`src/rtl/kwm_pkg.sv`:
```
// shared types, codes and sizes for the k-way merge core
// used by every module under rtl but kwm_ram; depends on nothing
`timescale 1ns / 1ps

package kwm_pkg;

  // default sizes
  localparam int NUM_LISTS_DEF   = 8;
  localparam int LIST_DEPTH_DEF  = 64;
  localparam int VALUE_WIDTH_DEF = 32;

  // fixed field widths of the stream beats
  localparam int OPCODE_W    = 2;
  localparam int LIST_ID_W   = 3;
  localparam int IN_VALUE_W  = 32;
  localparam int STATUS_W    = 3;
  localparam int OUT_VALUE_W = 32;
  localparam int SRC_W       = 3;
  localparam int POS_W       = 6;

  localparam int S_FIELDS_W = OPCODE_W + LIST_ID_W + IN_VALUE_W;
  localparam int S_TDATA_W  = ((S_FIELDS_W + 7) / 8) * 8;
  localparam int M_FIELDS_W = STATUS_W + OUT_VALUE_W + SRC_W + POS_W;
  localparam int M_TDATA_W  = ((M_FIELDS_W + 7) / 8) * 8;

  // opcodes
  localparam logic [OPCODE_W-1:0] OP_LOAD  = 2'd0;
  localparam logic [OPCODE_W-1:0] OP_POP   = 2'd1;
  localparam logic [OPCODE_W-1:0] OP_CLEAR = 2'd2;

  // result status codes
  localparam logic [STATUS_W-1:0] ST_DELIVERED = 3'd0;
  localparam logic [STATUS_W-1:0] ST_STORED    = 3'd1;
  localparam logic [STATUS_W-1:0] ST_EMPTY     = 3'd2;
  localparam logic [STATUS_W-1:0] ST_FULL      = 3'd3;
  localparam logic [STATUS_W-1:0] ST_CLEARED   = 3'd4;

  // commands to the pointer table
  typedef struct packed {
    logic clear_all;
    logic inc_fill;
    logic inc_read;
  } ptr_cmd_t;

  // controls of the shared compare unit
  typedef struct packed {
    logic clr;
    logic cand_valid;
  } cmp_ctrl_t;

endpackage

```
`src/rtl/kwm_cmp.sv`:
```
// shared signed compare unit holding the running minimum of one pop scan
// depends on kwm_pkg
`timescale 1ns / 1ps

module kwm_cmp #(
  parameter int NUM_LISTS   = kwm_pkg::NUM_LISTS_DEF,
  parameter int LIST_DEPTH  = kwm_pkg::LIST_DEPTH_DEF,
  parameter int VALUE_WIDTH = kwm_pkg::VALUE_WIDTH_DEF,
  localparam int LW = $clog2(NUM_LISTS),
  localparam int PW = $clog2(LIST_DEPTH + 1)
) (
  input  logic                   clk,
  input  logic                   rst,
  input  kwm_pkg::cmp_ctrl_t     ctrl,
  input  logic [VALUE_WIDTH-1:0] cand_value,
  input  logic [LW-1:0]          cand_idx,
  input  logic [PW-1:0]          cand_pos,
  output logic                   found,
  output logic [VALUE_WIDTH-1:0] best_value,
  output logic [LW-1:0]          best_idx,
  output logic [PW-1:0]          best_pos
);

  logic take;

  // strict less-than keeps the lower list on ties, lists arrive in index order
  assign take = ctrl.cand_valid &&
                (!found || ($signed(cand_value) < $signed(best_value)));

  always_ff @(posedge clk) begin
    if (rst || ctrl.clr) begin
      found <= 1'b0;
    end else if (take) begin
      found <= 1'b1;
    end
    if (take) begin
      best_value <= cand_value;
      best_idx   <= cand_idx;
      best_pos   <= cand_pos;
    end
  end

endmodule

```
`config.mk`:
```
export PLATFORM = sky130hd
export DESIGN_NAME = kwm_cmp
export DESIGN_NICKNAME = d
export VERILOG_FILES = /design/src/rtl/kwm_pkg.sv /design/src/rtl/kwm_cmp.sv
export SDC_FILE = /design/constraint.sdc
export NUM_CORES = 1
export LEC_CHECK = 0
export BUFFER_PORTS_ARGS = -buffer_cell sky130_fd_sc_hd__buf_4
export CAP_MARGIN = 20
export CORE_AREA = 2 2 71 73
export CTS_CLUSTER_SIZE = 20
export DETAILED_ROUTE_END_ITERATION = 12
export DIE_AREA = 0 0 73 75
export GPL_ROUTABILITY_DRIVEN = 0
export PLACE_DENSITY_LB_ADDON = 0.08
export REMOVE_ABC_BUFFERS = 1
export SYNTH_ARGS = -nofsm -noshare
export SYNTH_HDL_FRONTEND = slang
export SYNTH_SLANG_ARGS = --single-unit
```
`constraint.sdc`:
```
create_clock -name clk -period 4.9 [get_ports clk]
set_input_delay 0.245 -clock clk [delete_from_list [all_inputs] [get_ports clk]]
set_output_delay 0.245 -clock clk [all_outputs]
set_load 0.01 [all_outputs]
```
Word-level counts from Yosys, hierarchy flattened

Cells that the tools add are included.

Memory bits (read-only): 0
Bits in writable memories: 0
Register bits after elaboration: 43
Bits in latches: 0
Output and inout bits: 43
Logic and storage cells: 9
Memories kept: 0
Input port bits: 46

Equal/unequal tests: 0
Shift-type cells: 0
Bitwise operators: 0
$mul: 0
Multiplexer cells: 0
Reductions and logical operators: 4
Order comparisons: 1
Div/mod/pow operators: 0
Add/sub/neg operators: 0

Operator list:

| kind                        | number |
|---|---|
| 32-bit less-than comparator | 1 |
| 1-bit logical OR            | 2 |
| 1-bit logical AND           | 1 |
| 1-bit logical NOT           | 1 |

Longest topological paths before layout

Depth after elaboration: 3
Gate-level depth with buffers: 7
Depth with buffers taken out: 7

Worst setup path after synthesis

No wires, ideal clock.

Path kind: register -> register
Start: reg best_value[30]
End: reg best_idx[0], enable pin
Buffers on the path: 0
Arrival time: 4070 ps
Period minus slack after synthesis: 4548 ps
Library setup time: 478 ps
Path slack: 352 ps
Cell stages (with the launch flop): 8
Required time: 4422 ps
Path through: edfxtp_1 inv_1 ha_1 a21oi_1 nand2_1 a221oi_1 a21boi_0 a2111oi_2

Cells in the longest elaborated chain, start to end: 3

Ends and longest elaborated chain:

| what                        | line          | text |
|---|---|---|
| start, declared             | kwm_cmp.sv:19 | `output logic [VALUE_WIDTH-1:0] best_value,` |
| start signal, assigned      | kwm_cmp.sv:37 | `best_value <= cand_value;` |
| 32-bit less-than comparator | kwm_cmp.sv:28 | `(!found \|\| ($signed(cand_value) < $signed(best_value)));` |
| 1-bit logical OR            | kwm_cmp.sv:28 |  |
| 1-bit logical AND           | kwm_cmp.sv:27 | `assign take = ctrl.cand_valid &&` |
| net take                    | kwm_cmp.sv:24 | `logic take;` |
| end signal, assigned        | kwm_cmp.sv:38 | `best_idx <= cand_idx;` |
| end, declared               | kwm_cmp.sv:20 | `output logic [LW-1:0] best_idx,` |

The timed path passes the listed nets, and every way through them passes these cells.
A chain may end at the register's enable or synchronous reset.

Worst setup path after layout

Start: reg best_value[30]
End: reg best_value[15], enable pin

Cells in the longest elaborated chain, start to end: 3

Ends and longest elaborated chain:

| what                        | line |
|---|---|
| 32-bit less-than comparator | kwm_cmp.sv:28 |
| 1-bit logical OR            | kwm_cmp.sv:28 |
| 1-bit logical AND           | kwm_cmp.sv:27 |
| net take                    | kwm_cmp.sv:24 |

The timed path passes the listed nets, and every way through them passes these cells.

==> reports/metrics.cfg <==
[grt]
grt_pass1_wl_mm=6.575
grt_max_degree=31
grt_usage=0.1574
overflow=0
antenna_found_initial=0
grt_pass1_vias=1453

[placement]
hpwl_mm=3.336
pre_cts_ws_ps=1663
place_area_um2=2864
io_buffers=88

[layout]
final_common_cell=buf_4
layout-drive-gt1-share=0.3822
final_cell_mix=buf_4, edfxtp_1, inv_1
syn_to_final_growth_pct=40.69
fin_nets=335
stdcell_area_um2=2977
num_antenna_cells=0

[yosys]
synth-xor-area-share=0
synthSimpleGateAreaFrac=0.07096
yosys.area_share.adder=0.1833
synth.cell_area_um2=2116
yosysSeqAreaShare=0.6056
yosysWarningCount=0
synthCells=162
synth-compound-area-share=0.08161
synth-seq-cells=43
avgSynthCellArea_um2=13.06
yosys-mux-area-fraction=0
synth.distinct_cells=24
synth_top_family_by_area=adder cells

[clocking]
clock_path_buffers=2
cts_tree=built
clk_pin_slew_worst_paths_ps=80
h-tree-depth=2
cts_buffers=5
cts.repair.resized=0
post_cts_buffers=0
hold_buffers=0
clock_latency_ps=290
clock_sinks=43
cts_root_buf=clkbuf_8

[critical_path]
crit_required_ps=4860
crit_path_cell_trace=inv_1 > ha_1 > nand4_1 > nor3_1 > a221oi_1 > a21boi_0 > a2111oi_4 > buf_4
crit_path_max_fanout=30
slowest_delay_ps=910
critical_path_class=register to register
end_kind=register
startpoint_type=register
critical_path_arrival_ps=3200
slowest_stage=a2111oi_4

[power_and_ir_drop]
p_leak_uw=0.001424
irDropWorstVdd_v=0.0001574
finalPower_uw=865.6
powerDensity_nw_per_um2=290.8

[floorplan]
start_util=0.4540
die_w_um=73
die_h_um=75
rows=25
io_pins=89
fp.dieArea_um2=5475
core-area_um2=4661

[sta]
setup_ws_ps=1655
worst_pin_slew_ps=962.5
slew_violations=0
clock_skew_ps=5.668
max_freq_mhz=308.1
grt_setup_unrepaired=false
relSlewSlack=0.3584
period_share=0.6623
hold_viol=0
setup_viol=0
tns_ps=0
min_period_ps=3245

[drt]
first_iter_violations=90
vias=1545
vias_per_cell=4.936
drt_pre_antenna_iters=4
antenna_left=0
route.detailed.drc=0
wl_mm=4.093
avgRoutedWirePerCell_um=13.08

[run_status]
status=finished, final reports clean

[worst_hold_path]
hp-class=primary input to register

[run]
maxCapViolations=0

[where the power goes]
group | total (µW) | internal (µW) | switching [µW]
registers | 444 | 433 | 11.1
logic | 149 | 78.1 | 71.2
clock network | 273 | 152 | 121
[logic make-up (layout without fill, tap and decap cells)]
family / Yosys count / count (layout)
DFF: 43 / 43
buffers and inverters: 33 / 130
adders and majority gates: 31 / 31
AOI/OAI and AO/OA: 28 / 28
and+or+nand+nor: 27 / 27
[state kept, by name (all words and copies together) (netlist names)]
signal,cells
best_idx,3
best_pos,7
best_value,32
found,1
[critical path, delay by kind of cell (launching register included)]
family	cells	cell delay (ps)
compound gates	3	1430
fa+ha+maj	1	240
simple gates	2	260
buf+inv	2	580
flops	1	410
[per-layer routing]
layer	track usage	vias up	part of all wire
met5	0	-	0
met4	0.04938	0	0.0093
met3	0.05087	5	0.085
met2	0.2442	61	0.46
met1	0.2115	699	0.44
li1	-	780	-
[path summary, 6_finish.rpt]
path                       startpoint                  endpoint  slack, ps  depth (start not counted)
max          best_value[30]$_DFFE_PP_  best_value[15]$_DFFE_PP_       1650                          8
min                               rst        found$_SDFFE_PP0P_        110                          2
max reg2reg  best_value[30]$_DFFE_PP_  best_value[15]$_DFFE_PP_       1650                          8
min reg2reg        found$_SDFFE_PP0P_        found$_SDFFE_PP0P_        540                          2
[through the flow]
| step | util | instances | hold slack [ps] |
|---|---|---|---|
| 2_1_floorplan | - | 162 | 321.8 |
| 3_3_place_gp | 0.6145 | 305 | 407.9 |
| 3_5_place_dp | 0.6145 | 305 | 417.4 |
| 4_1_cts | 0.6387 | 313 | 103.3 |
| 5_1_grt | 0.6387 | 313 | 100.5 |
| 6_report | 0.6387 | 313 | 110.2 |
[cell type report]
class                           count  area, µm²
Multi-Input combinational cell     86      723.2
Tap cell                           54      67.56
Clock buffer                        5      68.82
Sequential cell                    43       1281
Clock inverter                      3      43.79
Timing Repair Buffer               89      668.1
Inverter                           33      123.9
Fill cell                         380       1684
[cells in the mapped netlist (all sizes together)]
cell	n	area, µm²
a2111o	1	11.26
a2111oi	1	15.01
a21boi	1	7.510
a21oi	14	70.07
a221oi	1	8.760
a22oi	1	7.510
a31o	1	8.760
and2	1	6.260
and4	2	17.52
and4b	1	10.01
dfxtp	1	20.02
edfxtp	42	1261
ha	31	387.9
inv	33	123.9
nand2	9	33.78
nand2b	2	20.02
nand3	1	5.000
nand4	4	25.02
nor2	4	15.01
nor3	2	10.01
o21ai	7	35.03
o2bb2ai	1	8.760
or4	1	7.510
Note: power is estimated with default switching activity, not from simulation.
