===== config.mk =====
export PLATFORM = sky130hd
export DESIGN_NAME = kwm_ptr_table
export DESIGN_NICKNAME = d
export VERILOG_FILES = /design/src/rtl/kwm_pkg.sv /design/src/rtl/kwm_ptr_table.sv
export SDC_FILE = /design/constraint.sdc
export NUM_CORES = 1
export LEC_CHECK = 0
export ABC_AREA = 1
export BUFFER_PORTS_ARGS = -buffer_cell sky130_fd_sc_hd__buf_2
export CORE_MARGIN = 4
export CORE_UTILIZATION = 56
export DETAILED_ROUTE_END_ITERATION = 7
export HOLD_SLACK_MARGIN = 0.03
export PLACE_DENSITY = 0.8
export SETUP_SLACK_MARGIN = 0.5
export SLEW_MARGIN = 40
export SYNTH_ARGS = -nofsm -noshare
export SYNTH_HDL_FRONTEND = slang
export SYNTH_SLANG_ARGS = --single-unit

===== constraint.sdc =====
create_clock -name clk -period 5.6 [get_ports clk]
set_input_delay 0.56 -clock clk [delete_from_list [all_inputs] [get_ports clk]]
set_output_delay 0.56 -clock clk [all_outputs]
set_load 0.01 [all_outputs]

===== src/rtl/kwm_pkg.sv =====
// shared types, codes and sizes for the k-way merge core
// used by every module under rtl but kwm_ram; depends on nothing
`timescale 1ns / 1ps

package kwm_pkg;

  // default sizes
  localparam int NUM_LISTS_DEF   = 8;
  localparam int LIST_DEPTH_DEF  = 64;
  localparam int VALUE_WIDTH_DEF = 32;

  // fixed field widths of the stream beats
  localparam int OPCODE_W    = 2;
  localparam int LIST_ID_W   = 3;
  localparam int IN_VALUE_W  = 32;
  localparam int STATUS_W    = 3;
  localparam int OUT_VALUE_W = 32;
  localparam int SRC_W       = 3;
  localparam int POS_W       = 6;

  localparam int S_FIELDS_W = OPCODE_W + LIST_ID_W + IN_VALUE_W;
  localparam int S_TDATA_W  = ((S_FIELDS_W + 7) / 8) * 8;
  localparam int M_FIELDS_W = STATUS_W + OUT_VALUE_W + SRC_W + POS_W;
  localparam int M_TDATA_W  = ((M_FIELDS_W + 7) / 8) * 8;

  // opcodes
  localparam logic [OPCODE_W-1:0] OP_LOAD  = 2'd0;
  localparam logic [OPCODE_W-1:0] OP_POP   = 2'd1;
  localparam logic [OPCODE_W-1:0] OP_CLEAR = 2'd2;

  // result status codes
  localparam logic [STATUS_W-1:0] ST_DELIVERED = 3'd0;
  localparam logic [STATUS_W-1:0] ST_STORED    = 3'd1;
  localparam logic [STATUS_W-1:0] ST_EMPTY     = 3'd2;
  localparam logic [STATUS_W-1:0] ST_FULL      = 3'd3;
  localparam logic [STATUS_W-1:0] ST_CLEARED   = 3'd4;

  // commands to the pointer table
  typedef struct packed {
    logic clear_all;
    logic inc_fill;
    logic inc_read;
  } ptr_cmd_t;

  // controls of the shared compare unit
  typedef struct packed {
    logic clr;
    logic cand_valid;
  } cmp_ctrl_t;

endpackage


===== src/rtl/kwm_ptr_table.sv =====
// per-list read pointers and fill counts, looked up at one index a cycle
// depends on kwm_pkg
`timescale 1ns / 1ps

module kwm_ptr_table #(
  parameter int NUM_LISTS  = kwm_pkg::NUM_LISTS_DEF,
  parameter int LIST_DEPTH = kwm_pkg::LIST_DEPTH_DEF,
  localparam int LW = $clog2(NUM_LISTS),
  localparam int PW = $clog2(LIST_DEPTH + 1)
) (
  input  logic             clk,
  input  logic             rst,
  input  logic [LW-1:0]    idx,
  input  kwm_pkg::ptr_cmd_t cmd,
  output logic [PW-1:0]    rd_ptr,
  output logic [PW-1:0]    fill
);

  logic [PW-1:0] rp [NUM_LISTS];
  logic [PW-1:0] fc [NUM_LISTS];

  assign rd_ptr = rp[idx];
  assign fill   = fc[idx];

  always_ff @(posedge clk) begin
    if (rst || cmd.clear_all) begin
      for (int i = 0; i < NUM_LISTS; i++) begin
        rp[i] <= '0;
        fc[i] <= '0;
      end
    end else begin
      if (cmd.inc_fill) begin
        fc[idx] <= fc[idx] + PW'(1);
      end
      if (cmd.inc_read) begin
        rp[idx] <= rp[idx] + PW'(1);
      end
    end
  end

endmodule


Word level (Yosys, flattened, before mapping) --
Memories as Yosys holds them, arrays and structs flattened. Index checks and enable logic that the tools add are counted.
Cells by class: $add $sub $neg 2, multipliers 0, divide/modulo/power cells 0, $lt $le $gt $ge 0, equal/unequal tests 0, shifts and indexed selects 0, multiplexer cells 14, bitwise logic cells 0, reductions and logical operators 3
Operators with widths (count):
- $add 7x1->7 const B | 2
- $mux 7 | 2
- $reduce_or 7->1 | 2
- $mux 1 | 10
- $mux 3 | 2
- $logic_or 1x1->1 | 1
Storage, ports and cells: register bits after elaboration 0, latch bits 0, memory bits (writable) 112, memory bits (read-only) 0, output and inout bits 14, logic and storage cells 21, memories 2
Memory list:
- fc | words 8, bits a word 7, read ports 1, clocked after Yosys merged registers in 0, wr ports 8, RTL line kwm_ptr_table.sv:20 | logic [PW-1:0] fc [NUM_LISTS];
- rp | words 8, bits a word 7, read ports 1, clocked after Yosys merged registers in 0, wr ports 8, RTL line kwm_ptr_table.sv:19 | logic [PW-1:0] rp [NUM_LISTS];

Longest topological paths before layout --
Gate-level depths: netlist of run 1.
word-level depth 5, mapped depth 17, mapped depth without buffers 15

Least setup slack after synthesis of run 1 --
OpenSTA, ideal clock, no wires.
kind input port to flip-flop, start input idx[1], end memory fc[0][6] (netlist bit), data pin, library setup time 0.260 ns, arrival 2.171 ns, required time 5.340 ns, path slack 3.169 ns, stages 15, cells stage by stage buf_2 nor2_2 nand3_1 nand2_1 inv_1 nand2_1 buf_2 ha_1 inv_1 nor2_1 nand2_1 nor2_1 nand2_1 nand2_1 nor2_1
RTL lines:
- start: declaration | RTL line kwm_ptr_table.sv:13 | input logic [LW-1:0] idx,
- end: declaration | RTL line kwm_ptr_table.sv:20

Final worst setup path of run 1 --
start input idx[0], end output fill[6]
Between the ends: longest elaborated chain between the ends 1
Ends and longest elaborated chain:
- $mem_v2 8x7
- end: declaration | RTL line kwm_ptr_table.sv:16 | output logic [PW-1:0] fill
No other way between the ends.

==> metrics.txt, run 1 <==
crit path launch type input port; number of synthesized flops with an enable pin 112; Sw Ratio 25.9%; die area between 10,000 and 15,000 um^2; CTS tree done; initial antenna violation count 0; Least-Margin Pin Slew 0.730 ns; vias in the first global route 4,128; final setup TNS 0 ns; crit path max fanout 29; die extent in x 108 um; post-DP HPWL 8.94 mm; class of the worst hold path in -> reg; minimum clock period 3.01 ns; Setup Buffers After CTS 0; P_int around 1.3 mW; combinational power share 11.5%; register area share after synthesis about three fifths; DRT antenna net count 0; VDD IR-drop max 0.151 mV; TritonCTS Buffers 9; CTS root buf clkbuf_8; drt initial violations 509; Inst Count DP 782; FF/Latch Area 3360 um^2; core area 9730 um^2; clk slew on worst S/H paths 0.10 ns; Ports 22; max-cap violation count 0; CTS sink count 112; synthesized net count ~660; DRC viols 0; yosys warns 0; IO buf count 21; Layout area overhead 7.02%; maximum buffer depth of the clock tree 2; share of layout cells above drive strength 1 8.87%; Syn Inst Count 646; total grt overflow 0; hold_ws 0.916 ns; Final #Nets 670; final setup vio count 0; cts hold-fix bufs 0; drt pass-1 iters 6; total number of vias 4,332; fin crit share 53.7%; flop and latch count out of synthesis 112; dominant synthesized flop cell edfxtp_1; clk_skew between 0.008 and 0.009 ns; max-slew violations 0; FILL cells 813; H-tree lvl count 3; power share of the clock group 31.3%; Worst-Skew Late Latency 0.39 ns; Routed Wire Length ~13 mm; sequential power share a little under three fifths; largest net degree at the start of global routing 65; Leakage approximately 2.6 nW; post-synthesis cell type count 22; switching pwr 438 uW; async set-or-reset flop fraction in the synthesized netlist 0%; multi-input gate area in the final layout 1840 um^2; GP Congestion 0.947; critical path class in -> out; Final Hold Vio Count 0; critical path required time 5.04 ns; Slew headroom between 50 and 60%; pwr/cell area 283 nW/um^2; Die Ht 108 um; Total GRT Usage 24.3%; ANT cells 0; f_max 332 MHz; outcome finished clean; Wirelength per Cell 16.5 um; first-pass GRT wire length between 20 and 25 mm; Post-Syn Area between 5000 and 6000 um^2; Starting Density 57.3%; Via density 5.43; RSZ-0062 raised after global routing false; Final Instance Count excl. Fillers 798; endpoint class of the critical path primary output; Arr. time, crit path 2.45 ns; Post-Syn Area per Cell 8.63 um^2; Std-Cell Rows 36; post-CTS sizing 0
[cell families after synthesis]
kind of cell | Yosys count | synth area share [%]
xor gates and xnor gates | 6 | 1.48
and+or+nand+nor | 426 | 29.8
adders and majority gates | 2 | 0.449
buffers and inverters | 87 | 6.64
DFF | 112 | 60.3
AOI/OAI and AO/OA | 13 | 1.26
[critical path, stage by stage]
cell	delay, ns
buf_2	0.11
inv_2	0.36
buf_4	0.40
nand2_1	0.09
nand2_1	0.09
nand2_1	0.05
nand2_1	0.06
inv_1	0.04
o21ai_0	0.45
buf_2	0.24
[cell usage after synthesis (3+ instances only)]
master    instances  area (um^2)
nand2_1         253          950
nor2_1          137          514
edfxtp_1        112         3360
inv_1            59          221
nand3_1          23          115
buf_2            11         55.1
buf_4             8         60.1
inv_2             6         22.5
a21oi_1           4         20.0
nand4_1           4         25.0
o21ai_0           4         20.0
xor2_2            4         65.1
nor2_2            3         18.8
o21ai_1           3         15.0
or2_2             3         18.8
[flip-flops by register name, indices dropped and copies added (netlist names)]
name and flops:
fc 56, rp 56
[power by group through the flow]
stage	clock [mW]	sequential (mW)	combinational, mW
3_5_place_dp	0	0.987	0.190
5_1_grt	0.557	0.971	0.214
2_1_floorplan	0	0.983	0.131
6_report	0.529	0.968	0.194
3_3_place_gp	0	0.985	0.186
4_1_cts	0.527	0.968	0.191
[area by class of cell]
type | count | share of cell area, %
clock buffers | 9 | 2.08
inverters | 66 | 4.15
repair buffers | 24 | 2.14
multi-input cells | 447 | 30.9
flip-flops and latches | 112 | 56.4
clock inverters | 7 | 1.61
well taps | 133 | 2.79
[through the flow]
stage / cell area, um^2 / setup WS, ns / utilization (%) / total power, mW
3_3_place_gp: 5750 / 2.38 / 59.1 / 1.17
3_5_place_dp: 5750 / 2.34 / 59.1 / 1.18
6_report: 5970 / 2.59 / 61.3 / 1.69
2_1_floorplan: 5580 / 3.17 / - / 1.11
4_1_cts: 5970 / 2.58 / 61.3 / 1.69
5_1_grt: 5970 / 2.32 / 61.3 / 1.74
[worst paths after layout]
check | from | to | slack [ns] | cells after the start
min reg2reg | rp[0][0] | rp[0][0] | 0.94 | 5
min | rst | rp[2][2] | 0.92 | 4
max reg2reg | rp[6][0] | rp[1][6] | 3.32 | 12
max | idx[0] | fill[6] | 2.59 | 10
[cell usage in the layout, fill, tap and decap left out]
cell,n
ha_1,2
clkinv_2,1
nand3_1,23
buf_2,21
buf_4,3
xor2_2,4
o21ai_0,4
o21bai_1,2
o21ai_1,3
nand4_1,4
xor2_1,2
clkinv_1,1
edfxtp_1,112
inv_1,59
a21oi_1,4
inv_2,6
nor2_1,137
or2_2,3
clkbuf_8,9
nor2_2,3
clkinvlp_4,3
nand2_2,2
bufinv_16,2
nand3_2,1
clkinv_4,1
nand2_1,253
[layer usage]
metal	wire (um)	GRT usage, %	part of all wire [%]
met1	4990	32.0	38
met4	386	10.0	2.9
met5	0	0	0
met3	1520	6.24	12
met2	6280	38.6	48
(Power assumes the default switching activity.)
==> run 2, diff against run 1 <==
Settings changed: PLACE_DENSITY 0.8 to 0.83.
Clock period 5.6 ns to 2.6 ns, I/O delays scaled along.
==> metrics.txt, run 2 (same netlist as run 1, synthesis figures left out) <==
die area 11,600 um^2; Die Ht roughly 110 um; worst-case reg-to-reg path depth 12; max-slew violations 0; total grt overflow 0; final setup vio count 0; maximum buffer depth of the clock tree 2; vias in the first global route about 4,300; hold_ws 0.642 ns; Wirelength per Cell 16.2 um; Least-Margin Pin Slew 0.640 ns; total number of vias between 4,000 and 5,000; drt pass-1 iters 5; ANT cells 0; Area after DPL 5880 um^2; H-tree lvl count 3; Leakage 2.68 nW; first-pass GRT wire length 21.5 mm; largest net degree at the start of global routing 65; CTS root buf clkbuf_8; TritonCTS Buffers 9; DRT antenna net count 0; Arr. time, crit path 2.11 ns; class of the worst hold path in -> reg; worst hold path depth 5; Final #Nets 684; fin crit share 76.4%; Final WS setup 0.613 ns; Inst Count DP 796; Routed Wire Length between 10 and 15 mm; Slew headroom 57.1%; Worst-Skew Late Latency 0.38 ns; CTS tree done; RSZ-0062 raised after global routing false; crit path max fanout 8; Via density 5.46; drt initial violations slightly above 500; Final Instance Count excl. Fillers 812; initial antenna violation count 0; met2 WL around 6.3 mm; critical path class reg -> reg; outcome finished clean; clk_skew 0.0107 ns; commonest cells after routing, fill and taps aside 248 x nand2_1, 135 x nor2_1, 112 x edfxtp_1, 59 x inv_1, 23 x nand3_1; Final Hold Vio Count 0; crit path launch type register; biggest registers after layout fc (56), rp (56); DRC viols 0; Final Instance Area around 6100 um^2; core area a little under 10,000 um^2; final setup TNS 0 ns; post-DP HPWL 9.22 mm; Metal-1 WL 5.27 mm; f_max ~500 MHz; DR top layer met4; VDD IR-drop max 0.269 mV; Tot Pwr 3.61 mW; Starting Density 57.3%; DR WL met3 1.19 mm; Setup Buffers After CTS 0; share of layout cells above drive strength 1 11.9%; IO buf count 21; CTS sink count 112; Layout area overhead 9.94%; critical path required time 2.72 ns; clk slew on worst S/H paths 0.11 ns; max-cap violation count 0; GP Congestion 0.960; Ports 22; minimum clock period slightly below 2 ns; Total GRT Usage 24.2%; Std-Cell Rows 36; die extent in x 108 um; Finished Core Util 63.0%; dpl ws 0.0689 ns; endpoint class of the critical path register; pwr/cell area 589 nW/um^2; commonest non-fill, non-tap cell in the layout nand2_1
## run 2: worst paths after layout
| check | startpoint | slack, ns | to |
|---|---|---|---|
| worst min register to register | rp[2][0] | 0.99 | rp[6][0] |
| worst min-delay path | cmd[0] | 0.64 | rp[4][1] |
| worst max register to register | fc[2][0] | 0.61 | fc[4][4] |
| worst max-delay path | fc[2][0] | 0.61 | fc[4][4] |
## run 2: timing repair
action | 4_1_cts | 5_1_grt
endpoints found under the setup margin | 6 | 56
resized for setup | 1 | 15
pin swaps | 0 | 2
hold buffers | 0 | 0
## run 2: routing by layer
layer / vias to the layer above / track usage (%)
met5: - / 0
met4: 0 / 11.7
met3: 43 / 3.36
met2: 267 / 38.6
met1: 2033 / 32.8
li1: 2088 / -
## run 2: cell type report
cell class,count,area (um^2)
inverters,66,248
well taps,133,166
clock buffers,10,128
repair buffers,38,263
clock inverters,6,66.3
multi-input cells,447,1900
fillers,798,3600
flip-flops and latches,112,3360
## run 2: power breakdown
| group | leakage, nW | total [mW] | internal, mW | switching (mW) |
|---|---|---|---|---|
| registers | 1.25 | 2.09 | 2.06 | 0.0240 |
| clock network | 0.101 | 1.06 | 0.452 | 0.611 |
| logic | 1.33 | 0.463 | 0.129 | 0.334 |
| total | 2.68 | 3.61 | 2.64 | 0.969 |
## run 2: critical path, cell delays in order (launching register included)
cell and delay, ns:
edfxtp_1 0.35, inv_1 0.04, nand2_1 0.08, nand3_1 0.09, nand2_1 0.10, inv_1 0.05, nand2_1 0.10, ha_2 0.21
inv_1 0.07, nor2_2 0.14, nand2_1 0.15, xor2_4 0.28, nor2_1 0.08
==> run 3, diff against run 2 <==
Settings changed: PLACE_DENSITY 0.83 to 0.8.
Clock period 2.6 ns to 1.85 ns, I/O delays scaled along.
==> metrics.txt, run 3 (same netlist as run 1, synthesis figures left out) <==
outcome complete, but fails checks; failing checks negative setup slack; cts hold-fix bufs 0; hold_ws 0.453 ns; final setup vio count 24; Leakage approximately 3.1 nW; Final WS setup -0.0392 ns; die extent in x 108 um; RSZ-0062 raised after global routing true; Buf/Inv on CP 4; Total GRT Usage 24.6%; Final Hold Vio Count 0; CP max stage delay 0.41 ns; Routed Wire Length about 15 mm; met2 WL about 7.7 mm; class of the worst hold path in -> reg; H-tree lvl count 3; f_max 529 MHz; Starting Density 57.3%; Metal-1 WL 5.91 mm; IO buf count 21; multi-input gate area in the final layout 2630 um^2; CTS sink count approximately 110; initial antenna violation count 0; Wirelength per Cell 17.6 um; Inst Count DP 848; minimum clock period 1.89 ns; Worst-Skew Late Latency 0.37 ns; Std-Cell Rows 36; CP dominant cell by count nand2_1; total grt overflow 0; Layout area overhead 34.7%; Area after DPL 6450 um^2; DR top layer met4; Arr. time, crit path 2.02 ns; Die Ht 108 um; DRT antenna net count 0; FF/Latch Area 3360 um^2; commonest cells after routing, fill and taps aside 204 x nand2_1, 112 x edfxtp_1, 59 x nor2_1, 53 x buf_4; TritonCTS Buffers 9; first-pass GRT wire length 21.9 mm; Slew headroom 76.9%; total number of vias 4,776; clk slew on worst S/H paths 0.09 ns; pwr/cell area between 700 and 800 nW/um^2; commonest non-fill, non-tap cell in the layout nand2_1; core area slightly below 10,000 um^2; Tot Pwr 5.32 mW; VDD IR-drop max approximately 0.37 mV; clk_skew between 0.008 and 0.009 ns; max-cap violation count 0; DRC viols 0; FILL cells between 500 and 600; biggest registers after layout fc (56), rp (56); CTS tree done; critical path class reg -> reg; Final #Nets 745; die area about 12,000 um^2; crit path launch type register; drt initial violations 563; CTS root buf clkbuf_8; CP max stage cell edfxtp_1; maximum buffer depth of the clock tree 2; Ports 22; endpoint class of the critical path register; DR WL met3 1.35 mm; worst-path cell chain inv_1, nand2_1, nand3_1, nand2_1, inv_2, nand2_4, ha_4, inv_4, nor2_4, nand2_2, xor2_2, buf_6, nor2_2; vias in the first global route roughly 4,400; crit path max fanout 8; drt pass-1 iters 8; Final Instance Count excl. Fillers ~870; post-DP HPWL 9.51 mm; Least-Margin Pin Slew 0.345 ns; max-slew violations 0; Final Instance Area 7510 um^2; ANT cells 0; GP Congestion 0.923; critical path required time 1.98 ns; CP top delay family simple AND/OR/NAND/NOR gates; fin crit share 102%; share of layout cells above drive strength 1 39.8%; largest net degree at the start of global routing 33; Via density ~5.5
## run 3: cell type report
cell class              instances  share of cell area [%]
clock buffers                  10                    1.70
clock inverters                 4                   0.300
inverters                      66                    3.75
multi-input cells             447                    35.0
flip-flops and latches        112                    44.8
well taps                     133                    2.22
repair buffers                 99                    12.2
## run 3: final timing paths
path	slack, ns	startpoint	end	cells past startpoint
max reg2reg	-0.04	rp[4][1]	rp[6][4]	13
min	0.45	cmd[0]	rp[6][4]	5
min reg2reg	1.09	rp[1][0]	rp[2][0]	6
max	-0.04	rp[4][1]	rp[6][4]	13
## run 3: worst min-delay path, stage by stage
cell and delay [ns]:
buf_2 0.09, inv_1 0.08, nor2_4 0.08, nand2_2 0.17
nor2_2 0.05
## run 3: timing repair
item,4_1_cts,5_1_grt
hold endpoints to repair,0,0
resized for setup,77,160
pin swaps,71,59
endpoints found under the setup margin,110,121
buffers inserted,0,9
## run 3: power by group
part | internal, mW | switching [mW]
logic | 0.423 | 0.707
registers | 2.90 | 0.0370
clock network | 0.473 | 0.782
## run 3: metal layers
layer	global-route usage, %	vias to the layer above
li1	-	2204
met1	34.7	2277
met2	39.7	255
met3	3.54	40
met4	7.30	0
met5	0	-
## run 3: through the flow
step	utilization (%)	setup TNS (ns)	setup WS, ns
global route	77.2	-4.28	-0.109
CTS	70.7	0	0.0955
detailed placement	66.3	-8.68	-0.199
floorplan	-	0	0.0469
global placement	66.3	-5.53	-0.175
finish	77.2	-0.534	-0.0392
